[config.mk]
export PLATFORM = sky130hd
export DESIGN_NAME = vgcs_queue
export DESIGN_NICKNAME = d
export VERILOG_FILES = /design/src/vgcs_pkg.sv /design/src/vgcs_queue.sv
export SDC_FILE = /design/constraint.sdc
export NUM_CORES = 1
export LEC_CHECK = 0
export ABC_AREA = 1
export BUFFER_PORTS_ARGS = -buffer_cell sky130_fd_sc_hd__buf_2
export CAP_MARGIN = 20
export CELL_PAD_IN_SITES_DETAIL_PLACEMENT = 1
export CELL_PAD_IN_SITES_GLOBAL_PLACEMENT = 1
export CORE_AREA = 2 2 65 129
export CTS_BUF_LIST = sky130_fd_sc_hd__clkbuf_4 sky130_fd_sc_hd__clkbuf_8
export DETAILED_ROUTE_END_ITERATION = 12
export DIE_AREA = 0 0 67 131
export PLACE_DENSITY_LB_ADDON = 0.05
export SLEW_MARGIN = 25
export SYNTH_ARGS = -nofsm -noshare
export SYNTH_HDL_FRONTEND = slang
export SYNTH_SLANG_ARGS = --single-unit
[constraint.sdc]
create_clock -name clk_i -period 3.6 [get_ports clk_i]
set_clock_uncertainty 0.05 [all_clocks]
set_input_delay 0.54 -clock clk_i [delete_from_list [all_inputs] [get_ports clk_i]]
set_output_delay 0.54 -clock clk_i [all_outputs]
set_load 0.01 [all_outputs]
[src/vgcs_pkg.sv]
// Shared types and constants for the voxel grid conditional store.
package vgcs_pkg;

  // Fixed widths of the item fields and configuration registers
  localparam int COORD_W    = 8;
  localparam int SIZE_W     = 6;
  localparam int VALUE_W    = 16;
  localparam int COUNT_OUT_W = 16;
  localparam int CFG_ADDR_W = 5;
  localparam int CFG_DATA_W = 32;

  // Linear index before the range check: x + y*sx + z*sx*sy with sizes below 64
  localparam int IDX_SUM_W  = 24;
  // Product widths in the index pipeline
  localparam int COORD_SUM_W = COORD_W + 1;
  localparam int SXSY_W     = 2 * SIZE_W;
  localparam int YX_W       = 16;
  localparam int ZXY_W      = 22;
  localparam int TOTAL_W    = 3 * SIZE_W;

  localparam int QUEUE_DEPTH = 2;

  // Register indexes (byte address divided by four)
  localparam logic [2:0] REG_OFFSET_X = 3'd0;
  localparam logic [2:0] REG_OFFSET_Y = 3'd1;
  localparam logic [2:0] REG_OFFSET_Z = 3'd2;
  localparam logic [2:0] REG_SIZE_X   = 3'd3;
  localparam logic [2:0] REG_SIZE_Y   = 3'd4;
  localparam logic [2:0] REG_SIZE_Z   = 3'd5;

  localparam logic [SIZE_W-1:0] SIZE_RESET = 6'd32;

  typedef enum logic [1:0] {
    MODE_CLEAR     = 2'd0,
    MODE_WRITE_NEG = 2'd1,
    MODE_WRITE_POS = 2'd2,
    MODE_READ      = 2'd3
  } mode_e;

  typedef struct packed {
    logic signed [COORD_W-1:0] offset_x;
    logic signed [COORD_W-1:0] offset_y;
    logic signed [COORD_W-1:0] offset_z;
    logic [SIZE_W-1:0]         size_x;
    logic [SIZE_W-1:0]         size_y;
    logic [SIZE_W-1:0]         size_z;
  } cfg_t;

  // One classified access handed from the front end to the store
  typedef struct packed {
    mode_e                     mode;
    logic                      oor;
    logic [IDX_SUM_W-1:0]      idx;
    logic signed [VALUE_W-1:0] nv;
  } task_t;

endpackage

[src/vgcs_queue.sv]
// Short queue of classified accesses between front end and store.
module vgcs_queue (
  input  logic            clk_i,
  input  logic            rst_ni,
  input  logic            push_i,
  input  vgcs_pkg::task_t data_i,
  output logic            full_o,
  input  logic            pop_i,
  output logic            valid_o,
  output vgcs_pkg::task_t data_o
);
  import vgcs_pkg::*;

  localparam int PTR_W = (QUEUE_DEPTH > 1) ? $clog2(QUEUE_DEPTH) : 1;
  localparam int CNT_W = $clog2(QUEUE_DEPTH + 1);

  task_t             entry_q [QUEUE_DEPTH];
  logic [PTR_W-1:0]  wr_ptr_q, wr_ptr_d, rd_ptr_q, rd_ptr_d;
  logic [CNT_W-1:0]  count_q, count_d;

  assign full_o  = (count_q == CNT_W'(QUEUE_DEPTH));
  assign valid_o = (count_q != '0);
  assign data_o  = entry_q[rd_ptr_q];

  always_comb begin
    wr_ptr_d = wr_ptr_q;
    rd_ptr_d = rd_ptr_q;
    count_d  = count_q;
    if (push_i) begin
      wr_ptr_d = (wr_ptr_q == PTR_W'(QUEUE_DEPTH - 1)) ? '0 : wr_ptr_q + PTR_W'(1);
    end
    if (pop_i) begin
      rd_ptr_d = (rd_ptr_q == PTR_W'(QUEUE_DEPTH - 1)) ? '0 : rd_ptr_q + PTR_W'(1);
    end
    if (push_i && !pop_i) begin
      count_d = count_q + CNT_W'(1);
    end else if (pop_i && !push_i) begin
      count_d = count_q - CNT_W'(1);
    end
  end

  always_ff @(posedge clk_i or negedge rst_ni) begin
    if (!rst_ni) begin
      wr_ptr_q <= '0;
      rd_ptr_q <= '0;
      count_q  <= '0;
    end else begin
      wr_ptr_q <= wr_ptr_d;
      rd_ptr_q <= rd_ptr_d;
      count_q  <= count_d;
    end
  end

  always_ff @(posedge clk_i) begin
    if (push_i) begin
      entry_q[wr_ptr_q] <= data_i;
    end
  end

endmodule

==> qor.log <==
qor: cells_and_area.fillerInstances 765
qor: status.status finished, final reports clean
qor: setup_path.required_time_of_the_worst_setup_path 3010 ps
qor: grt.grt.met2_usage 22.4%
qor: grt.use_met1 15.7%
qor: setup_path.worstPathArrival 1980 ps
qor: grt.grt_antenna_before_repair 0
qor: cells_and_area.n_antenna_cell 0
qor: setup_path.critPathCaptureType output pin
qor: logic_synthesis.syn-cell-area 3510 µm²
qor: floorplanning.die_y 131 µm
qor: cts.cts_buffers 9
qor: logic_synthesis.top_cells_by_area_in_the_synthesized_netlist edfxtp_1 (74%), mux2_4 (17%), dfrtp_1 (2.9%)
qor: routing.remaining_drc_errors 0
qor: sta.post_route_minimum_period 2570 ps
qor: sta.setup_violations 0
qor: cells_and_area.final_cells 359
qor: routing.vias_after_detailed_routing 1,692
qor: setup_path.path_max_fanout 23
qor: logic_synthesis.synthesis.area_per_instance 22.1 µm²
qor: cells_and_area.final_layout_size_suffix_gt1_share 57.4%
qor: cts.clk_pin_slew 80 ps
qor: sta.min_setup_slack_post_route 1030 ps
qor: pwr.cellLeakagePower 1.74 nW
qor: cells_and_area.final_net_count 307
qor: sta.timing.setup.tns 0 ps
qor: cts.cts.sinks 90
qor: sta.slew_headroom 36.7%
qor: floorplanning.fp.dieArea 8780 µm²
qor: cts.max-clock-path-buffers 2
qor: pwr.power 3.14 mW
qor: setup_path.max_stage_delay 840 ps
qor: sta.timing_max_transition_violations_final 0
qor: setup_path.class_of_the_most_critical_setup_path reg2out
qor: place.gp_congestion 0.720
qor: routing.firstDrtPassIters 4
qor: cells_and_area.post-route-cell-area 4220 µm²
qor: grt.grt_pass1_vias 1,724
qor: run.timing.max_cap.violations 0
qor: sta.max_freq 0.389 GHz
qor: setup_path.crit_family flip-flops
qor: logic_synthesis.synth_cell_type_count 14
qor: place.dpl.cell_count 343
qor: cts.post_cts_setup_driven_buffer_insertion_count 0
qor: grt.top_usage_layer met2
qor: grt.grt_first_pass_wirelength 8.58 mm
qor: logic_synthesis.yosysTopAreaCell edfxtp_1
qor: floorplanning.core_area 7830 µm²
qor: place.postPlaceCellArea 4030 µm²
qor: routing.drt_first_iter_violations 68
qor: place.port-buffer-count 91
qor: logic_synthesis.syn-instance-count 159
qor: setup_path.critPathSlowestCell dfrtp_2
qor: sta.rsz0062_at_grt false
qor: setup_path.worstSetupStartpointType flip-flop
qor: floorplanning.ios 92
qor: pwr.power_density_relative_to_cell_area 744 nW/µm²
qor: place.pre_cts_slack 1370 ps
qor: grt.grt_use_met3 6.08%
qor: grt.grt_max_degree 44
qor: worst_hold_path.worst_hold_path_type in2reg
qor: logic_synthesis.synth_seq_cells 90
qor: cts.tritoncts done
qor: sta.timing.final.hold_violations 0
qor: place.post-dp-hpwl 3.77 mm
qor: grt.global_route.overflow_total 0
qor: routing.postRouteWirelength 5.62 mm
qor: cells_and_area.layout-area-overhead-vs-synth 20.2%
qor: logic_synthesis.synthesis.nets 207
qor: logic_synthesis.yosysWarnings 0
qor: floorplanning.die_w 67 µm
qor: routing.drt.antenna.violating_nets 0
qor: routing.wl_per_cell 15.6 µm
qor: sta.tightestPinTransition 947 ps
qor: setup_path.worstPathCellList buf_12 -> mux2_2 -> buf_2
qor: floorplanning.rows 46
qor: sta.min_period_over_period 71.3%
qor: logic_synthesis.yosys.area.top_type_share 73.6%
qor: grt.gr-usage-all-layers 14.1%
qor: floorplanning.starting_density_of_the_core 44.9%
qor: cts.cts_max_level 3
qor: pwr.power.ir.vdd_worst 389 µV
qor: logic_synthesis.synth_sequential_area_ratio 76.4%
qor: setup_path.path_buf_inv 2
qor: cts.ctsRootBufferMaster clkbuf_8
qor: cts.worstSkewPairLatency 350 ps
qor: cells_and_area.layout.core_utilization 53.9%
qor: sta.worst_hold_slack_across_all_endpoints 326 ps
qor: routing.route.detailed.vias_per_inst 4.71
==> routing by layer <==
layer / vias up / wire (µm)
met5: - / 0
met4: 0 / 136
met3: 9 / 426
met2: 63 / 2970
met1: 814 / 2080
li1: 806 / -
==> cells in the mapped netlist <==
master / count
buf_12: 4
buf_6: 1
dfrtp_1: 4
edfxtp_1: 86
ha_1: 1
inv_1: 7
mux2_2: 4
mux2_4: 39
nand2_1: 6
nand3_1: 1
nand4_1: 1
nor2_1: 2
xnor2_1: 1
xor2_1: 2
==> timing repair <==
item / CTS / global route
endpoints found under the hold margin: 4 / 0
gates resized for setup: 0 / 0
hold buffers: 1 / 0
==> where the power goes <==
part | leakage [nW] | total [mW] | internal [mW] | switching (mW)
sequential | 0.853 | 1.52 | 1.39 | 0.127
combinational | 0.790 | 0.990 | 0.539 | 0.451
clock | 0.0921 | 0.629 | 0.317 | 0.313
total | 1.74 | 3.14 | 2.25 | 0.891
==> area by class of cell <==
type | instances | area (µm²) | share of cell area (%)
clock inverter | 5 | 46.3 | 1.10
multi-input combinational | 57 | 718 | 17.0
sequential | 90 | 2680 | 63.6
timing repair buffer | 94 | 493 | 11.7
clock buffer | 10 | 131 | 3.11
tap | 96 | 120 | 2.85
inverter | 7 | 26.3 | 0.623
==> layout by cell type, fill, tap and decap left out <==
master / instances
nor2_1: 1
inv_2: 1
dfrtp_1: 3
clkinv_2: 1
nand4_1: 1
xnor2_1: 1
nand3_1: 1
mux2_2: 4
buf_12: 1
dlygate4sd3_1: 1
inv_1: 6
xor2_1: 2
mux2_4: 39
clkbuf_8: 9
dfrtp_2: 1
buf_2: 91
edfxtp_1: 86
clkbuf_4: 1
clkinv_1: 3
bufinv_16: 1
nor2_4: 1
nand2_1: 6
buf_4: 1
ha_1: 1
==> state kept, by name, indices dropped and copies added (netlist names) <==
signal and cells:
entry_q 86, count_q 2, rd_ptr_q 1, wr_ptr_q 1
==> path summary, 6_finish.rpt <==
check	start	to	slack (ps)	depth (start not counted)
min in group asynchronous	rst_ni	count_q[0]	470	2
max in group asynchronous	rst_ni	rd_ptr_q	2890	2
worst min register to register	count_q[1]	count_q[1]	450	2
worst max register to register	wr_ptr_q	entry_q[0][31]	1790	2
worst min-delay path	data_i[36]	entry_q[1][36]	330	1
worst max-delay path	rd_ptr_q	data_o[28]	1030	3
==> logic make-up after synthesis <==
family                     count (synthesis)  synth area share [%]
DFF                                       90                  76.4
muxes                                     43                  18.0
buffers and inverters                     12                  3.35
and+or+nand+nor                           10                  1.18
xor gates and xnor gates                   3                 0.749
adders and majority gates                  1                 0.356
Note: power is estimated with default switching activity, not from simulation.
