[config.mk]
export PLATFORM = sky130hd
export DESIGN_NAME = vgcs_front
export DESIGN_NICKNAME = d
export VERILOG_FILES = /design/src/vgcs_pkg.sv /design/src/vgcs_front.sv
export SDC_FILE = /design/constraint.sdc
export NUM_CORES = 1
export LEC_CHECK = 0
export BUFFER_PORTS_ARGS = -buffer_cell sky130_fd_sc_hd__buf_2
export CAP_MARGIN = 10
export CORE_MARGIN = 10
export CORE_UTILIZATION = 45
export CTS_BUF_LIST = sky130_fd_sc_hd__clkbuf_4 sky130_fd_sc_hd__clkbuf_8 sky130_fd_sc_hd__clkbuf_16
export CTS_CLUSTER_SIZE = 28
export DETAILED_ROUTE_END_ITERATION = 7
export GPL_ROUTABILITY_DRIVEN = 0
export PLACE_DENSITY_LB_ADDON = 0.12
export SYNTH_ARGS = -nofsm -noshare
export SYNTH_HDL_FRONTEND = slang
export SYNTH_SLANG_ARGS = --single-unit
[constraint.sdc]
create_clock -name clk_i -period 15.8 [get_ports clk_i]
set_input_delay 2.37 -clock clk_i [delete_from_list [all_inputs] [get_ports clk_i]]
set_output_delay 2.37 -clock clk_i [all_outputs]
set_load 0.05 [all_outputs]
[src/vgcs_pkg.sv]
// Shared types and constants for the voxel grid conditional store.
package vgcs_pkg;

  // Fixed widths of the item fields and configuration registers
  localparam int COORD_W    = 8;
  localparam int SIZE_W     = 6;
  localparam int VALUE_W    = 16;
  localparam int COUNT_OUT_W = 16;
  localparam int CFG_ADDR_W = 5;
  localparam int CFG_DATA_W = 32;

  // Linear index before the range check: x + y*sx + z*sx*sy with sizes below 64
  localparam int IDX_SUM_W  = 24;
  // Product widths in the index pipeline
  localparam int COORD_SUM_W = COORD_W + 1;
  localparam int SXSY_W     = 2 * SIZE_W;
  localparam int YX_W       = 16;
  localparam int ZXY_W      = 22;
  localparam int TOTAL_W    = 3 * SIZE_W;

  localparam int QUEUE_DEPTH = 2;

  // Register indexes (byte address divided by four)
  localparam logic [2:0] REG_OFFSET_X = 3'd0;
  localparam logic [2:0] REG_OFFSET_Y = 3'd1;
  localparam logic [2:0] REG_OFFSET_Z = 3'd2;
  localparam logic [2:0] REG_SIZE_X   = 3'd3;
  localparam logic [2:0] REG_SIZE_Y   = 3'd4;
  localparam logic [2:0] REG_SIZE_Z   = 3'd5;

  localparam logic [SIZE_W-1:0] SIZE_RESET = 6'd32;

  typedef enum logic [1:0] {
    MODE_CLEAR     = 2'd0,
    MODE_WRITE_NEG = 2'd1,
    MODE_WRITE_POS = 2'd2,
    MODE_READ      = 2'd3
  } mode_e;

  typedef struct packed {
    logic signed [COORD_W-1:0] offset_x;
    logic signed [COORD_W-1:0] offset_y;
    logic signed [COORD_W-1:0] offset_z;
    logic [SIZE_W-1:0]         size_x;
    logic [SIZE_W-1:0]         size_y;
    logic [SIZE_W-1:0]         size_z;
  } cfg_t;

  // One classified access handed from the front end to the store
  typedef struct packed {
    mode_e                     mode;
    logic                      oor;
    logic [IDX_SUM_W-1:0]      idx;
    logic signed [VALUE_W-1:0] nv;
  } task_t;

endpackage

[src/vgcs_front.sv]
// Front end: offset, linear index and range classification of each access.
module vgcs_front #(
  parameter int MAX_DIM = 32
) (
  input  logic                             clk_i,
  input  logic                             rst_ni,
  input  logic                             enable_i,
  input  vgcs_pkg::cfg_t                   cfg_i,
  input  logic                             in_valid_i,
  output logic                             in_ready_o,
  input  logic [1:0]                       mode_i,
  input  logic signed [vgcs_pkg::COORD_W-1:0] coord_x_i,
  input  logic signed [vgcs_pkg::COORD_W-1:0] coord_y_i,
  input  logic signed [vgcs_pkg::COORD_W-1:0] coord_z_i,
  input  logic signed [vgcs_pkg::VALUE_W-1:0] new_value_i,
  input  logic                             full_i,
  output logic                             push_o,
  output vgcs_pkg::task_t                  task_o
);
  import vgcs_pkg::*;

  logic [SIZE_W-1:0] sx_eff, sy_eff, sz_eff;

  // stage 1: offset coordinates, sx*sy
  logic                          s1_v_q, s1_v_d;
  logic [1:0]                    s1_mode_q;
  logic signed [COORD_SUM_W-1:0] s1_x_q, s1_y_q, s1_z_q;
  logic signed [COORD_SUM_W-1:0] x_d, y_d, z_d;
  logic signed [VALUE_W-1:0]     s1_nv_q;
  logic [SXSY_W-1:0]             s1_sxsy_q, sxsy_d;

  // stage 2: partial products and grid volume
  logic                          s2_v_q, s2_v_d;
  logic [1:0]                    s2_mode_q;
  logic signed [COORD_SUM_W-1:0] s2_x_q;
  logic signed [YX_W-1:0]        s2_yx_q, yx_d;
  logic signed [ZXY_W-1:0]       s2_zxy_q, zxy_d;
  logic [TOTAL_W-1:0]            s2_total_q, total_d;
  logic signed [VALUE_W-1:0]     s2_nv_q;

  logic signed [SIZE_W:0]        sx_s;
  logic signed [SXSY_W:0]        sxsy_s;
  logic signed [IDX_SUM_W-1:0]   idx_sum;
  logic                          accept, s1_to_s2, s2_adv;

  // sizes beyond the store saturate
  assign sx_eff = (32'(cfg_i.size_x) > MAX_DIM) ? SIZE_W'(MAX_DIM) : cfg_i.size_x;
  assign sy_eff = (32'(cfg_i.size_y) > MAX_DIM) ? SIZE_W'(MAX_DIM) : cfg_i.size_y;
  assign sz_eff = (32'(cfg_i.size_z) > MAX_DIM) ? SIZE_W'(MAX_DIM) : cfg_i.size_z;

  assign x_d    = COORD_SUM_W'(coord_x_i) + COORD_SUM_W'(cfg_i.offset_x);
  assign y_d    = COORD_SUM_W'(coord_y_i) + COORD_SUM_W'(cfg_i.offset_y);
  assign z_d    = COORD_SUM_W'(coord_z_i) + COORD_SUM_W'(cfg_i.offset_z);
  assign sxsy_d = SXSY_W'(sx_eff) * SXSY_W'(sy_eff);

  assign sx_s    = $signed({1'b0, sx_eff});
  assign sxsy_s  = $signed({1'b0, s1_sxsy_q});
  assign yx_d    = YX_W'(s1_y_q) * YX_W'(sx_s);
  assign zxy_d   = ZXY_W'(s1_z_q) * ZXY_W'(sxsy_s);
  assign total_d = TOTAL_W'(s1_sxsy_q) * TOTAL_W'(sz_eff);

  assign idx_sum = IDX_SUM_W'(s2_x_q) + IDX_SUM_W'(s2_yx_q) + IDX_SUM_W'(s2_zxy_q);

  assign push_o     = s2_v_q && !full_i;
  assign s2_adv     = !s2_v_q || !full_i;
  assign s1_to_s2   = s1_v_q && s2_adv;
  assign in_ready_o = enable_i && (!s1_v_q || s2_adv);
  assign accept     = in_valid_i && in_ready_o;

  // a negative index reads as huge unsigned, so one compare covers both ends
  always_comb begin
    task_o.mode = mode_e'(s2_mode_q);
    task_o.oor  = $unsigned(idx_sum) >= IDX_SUM_W'(s2_total_q);
    task_o.idx  = $unsigned(idx_sum);
    task_o.nv   = s2_nv_q;
  end

  always_comb begin
    s1_v_d = s1_v_q;
    if (accept) begin
      s1_v_d = 1'b1;
    end else if (s1_to_s2) begin
      s1_v_d = 1'b0;
    end
    s2_v_d = s2_v_q;
    if (s1_to_s2) begin
      s2_v_d = 1'b1;
    end else if (push_o) begin
      s2_v_d = 1'b0;
    end
  end

  always_ff @(posedge clk_i or negedge rst_ni) begin
    if (!rst_ni) begin
      s1_v_q <= 1'b0;
      s2_v_q <= 1'b0;
    end else begin
      s1_v_q <= s1_v_d;
      s2_v_q <= s2_v_d;
    end
  end

  always_ff @(posedge clk_i) begin
    if (accept) begin
      s1_mode_q <= mode_i;
      s1_x_q    <= x_d;
      s1_y_q    <= y_d;
      s1_z_q    <= z_d;
      s1_nv_q   <= new_value_i;
      s1_sxsy_q <= sxsy_d;
    end
    if (s1_to_s2) begin
      s2_mode_q  <= s1_mode_q;
      s2_x_q     <= s1_x_q;
      s2_yx_q    <= yx_d;
      s2_zxy_q   <= zxy_d;
      s2_total_q <= total_d;
      s2_nv_q    <= s1_nv_q;
    end
  end

endmodule

==> impl_metrics.ini <==
[detailed_routing]
wl_mm = 33.9
vias = 10700
drc_errors = 0
via_per_inst = 5.02
wire_per_inst_um = 15.9
drt_iter0_markers = 392
dr.pass1.iters = 5
final_antenna_net_count = 0

[setup_path]
cp.required_ns = 13.43
crit_fanout = 14
cp-start-kind = register
critPathCaptureType = primary output
crit_type = register to primary output
arrival_ns = 5.95

[power]
leakagePower_nw = 8.56
power.density_nw_per_um2 = 167
total_power_mw = 2.96
max-vdd-ir-drop_mv = 0.456

[floorplanning]
ioPinCount = 134
std_cell_rows = 69
die_x_um = 209
die_y_um = 209
core_sq_um = 35400
start_util = 0.453
die_area_sq_um = 43600

[grt]
gr-total-overflow = 0
antenna_found_initial = 0
grt_first_pass_wirelength_mm = 57.8
grt_pass1_vias = 11600
groute.usage.overall = 0.162
grt_start_max_net_pins = 77

[sta]
setup_viol = 0
finalCriticalPeriod_ns = 8.32
rsz0062_at_grt = false
finalCritPeriodShare = 0.526
slew_headroom = 0.282
hold_viol_final = 0
setup_tns_ns = 0
worst_hold_slack_ns = 0.419
slew_violations = 0
timing.fmax_mhz = 120
skew_ns = 0.00912
worstMarginPinSlew_ns = 1.08

[synthesis]
ys_async_sr_fraction = 0.0141
synth_ff_type = edfxtp_1
avgSynthCellArea_sq_um = 10.4
synthesis.area_sq_um = 16000
syn-num-nets = 2026
synthCells = 1541
yosysWarnings = 0
synth_edf_count = 140
ys_seq_area_frac = 0.265
synth.distinct_cells = 58
ys_ff_latch = 142

[cells_and_area]
nets = 2143
layout.cells.non_filler = 2132
antenna_cells = 0
areaGrowthSynthToFinish_pct = 10.7
nFillCells = 3307
final_common_cell = inv_1
final_cell_mix = inv_1 (260), ha_1 (203), fa_1 (193), and2_1 (141), edfxtp_1 (140)
drive_above_1_share = 0.111

[min_path]
hp-class = register to register

[cts]
clkTransAtPathRegs_ns = 0.06
cts_hold_buf = 0
numCtsBuffers = 17
htreeDepth = 4
cts_post_setup_buffers_inserted = 0
cts-root-buf = clkbuf_16
clockBufferDepth = 2
cts_tree = yes
worstSkewPairLatency_ns = 0.43
cts.sinks = 142
ctsResizeCount = 0

[status]
status = finished, final reports clean

[job]
maxCapViolCount = 0

[place]
dp_hpwl_mm = 27.8
port_buffers = 133
place_inst = 2100
## metrics by stage
| stage | setup slack [ns] | cell area, sq um | utilization |
|---|---|---|---|
| 6_report | 7.48 | 17800 | 0.502 |
| 5_1_grt | 6.99 | 17800 | 0.502 |
| 4_1_cts | 7.45 | 17800 | 0.502 |
| 3_5_place_dp | 7.94 | 17200 | 0.485 |
| 3_3_place_gp | 8.08 | 17200 | 0.485 |
| 2_1_floorplan | 6.75 | 16000 | - |
## area by class of cell
cell class              instances  area (sq um)  share of cell area
repair buffers                136           688              0.0388
flip-flops and latches        142          4250               0.240
multi-input cells            1100         10700               0.601
well taps                     461           577              0.0325
clock inverters                15           163             0.00916
inverters                     261           980              0.0552
clock buffers                  17           425              0.0240
## worst paths after layout
path,startpoint,cells past startpoint,slack [ns],end
worst max-delay path,s2_x_q[8]$_DFFE_PP_,18,7.48,task_o[40]
worst min-delay path,s1_x_q[2]$_DFFE_PP_,0,0.42,s2_x_q[2]$_DFFE_PP_
worst max register to register,s1_z_q[8]$_DFFE_PP_,16,9.84,s2_zxy_q[18]$_DFFE_PP_
worst min register to register,s1_x_q[2]$_DFFE_PP_,0,0.42,s2_x_q[2]$_DFFE_PP_
max in group asynchronous,rst_ni,1,14.00,s2_v_q$_DFFE_PN0P_
min in group asynchronous,rst_ni,1,1.71,s1_v_q$_DFFE_PN0P_
## report_power, final
group / switching [mW] / leakage (nW) / internal (mW)
combinational: 1.27 / 6.93 / 0.725
clock: 0.165 / 0.286 / 0.235
sequential: 0.0509 / 1.34 / 0.517
total: 1.48 / 8.56 / 1.48
## critical path, stage by stage, from the launching register on
cell,delay [ns]
edfxtp_1,0.98
fa_1,0.54
ha_1,0.41
and3_1,0.18
a21oi_1,0.31
nand2_1,0.13
o21a_1,0.19
nor2_1,0.11
xnor2_1,0.18
ha_1,0.31
a21o_1,0.18
a21o_1,0.17
a211oi_1,0.21
o21ai_0,0.12
a31oi_1,0.22
or4b_1,0.46
a22oi_1,0.15
or4b_1,0.43
buf_2,0.22
## synth_stat cells, types with 3 or more instances
cell type | count | area share
a211o_1 | 3 | 0.0016
a211oi_1 | 7 | 0.0033
a21o_1 | 30 | 0.014
a21oi_1 | 69 | 0.022
a31o_2 | 3 | 0.0016
a31oi_1 | 5 | 0.0020
and2_1 | 141 | 0.055
and3_1 | 14 | 0.0055
clkbuf_1 | 37 | 0.0087
edfxtp_1 | 140 | 0.26
fa_1 | 193 | 0.24
ha_1 | 203 | 0.16
inv_1 | 261 | 0.061
mux2_2 | 3 | 0.0021
nand2_1 | 138 | 0.032
nand2b_1 | 16 | 0.0062
nand3_1 | 14 | 0.0044
nand4_1 | 4 | 0.0016
nor2_1 | 33 | 0.0077
nor2b_1 | 26 | 0.010
nor3_1 | 16 | 0.0050
o2111ai_1 | 3 | 0.0016
o211ai_1 | 4 | 0.0019
o21a_1 | 6 | 0.0028
o21ai_0 | 17 | 0.0053
o21bai_1 | 18 | 0.0084
or2_2 | 6 | 0.0023
or3_1 | 6 | 0.0023
xnor2_1 | 65 | 0.035
xor2_1 | 22 | 0.012
## cells by family (layout without fill, tap and decap cells)
group | after synthesis | count (layout) | synth area share
and+or+nand+nor | 427 | 427 | 0.139
adders and majority gates | 396 | 396 | 0.399
buffers and inverters | 299 | 429 | 0.0702
AOI/OAI and AO/OA | 187 | 187 | 0.0765
DFF | 142 | 142 | 0.265
xor gates and xnor gates | 87 | 87 | 0.0475
muxes | 3 | 3 | 0.00211
## registers in the layout, indices dropped and copies added, names as in the netlist
signal and cells:
s1_nv_q 16, s1_v_q 1, s1_x_q 9, s2_zxy_q 22
s1_z_q 9, s1_mode_q 2, s2_mode_q 2, s1_sxsy_q 12
s2_nv_q 16, s2_total_q 18, s1_y_q 9, s2_yx_q 16
s2_x_q 9, s2_v_q 1
## metal layers
metal	GRT usage	part of all wire	vias to the layer above
li1	-	-	5266
met1	0.200	0.45	5206
met2	0.277	0.48	195
met3	0.0361	0.046	31
met4	0.0479	0.022	0
met5	0	0	-
No activity file was read; power rests on OpenSTA's default activity.
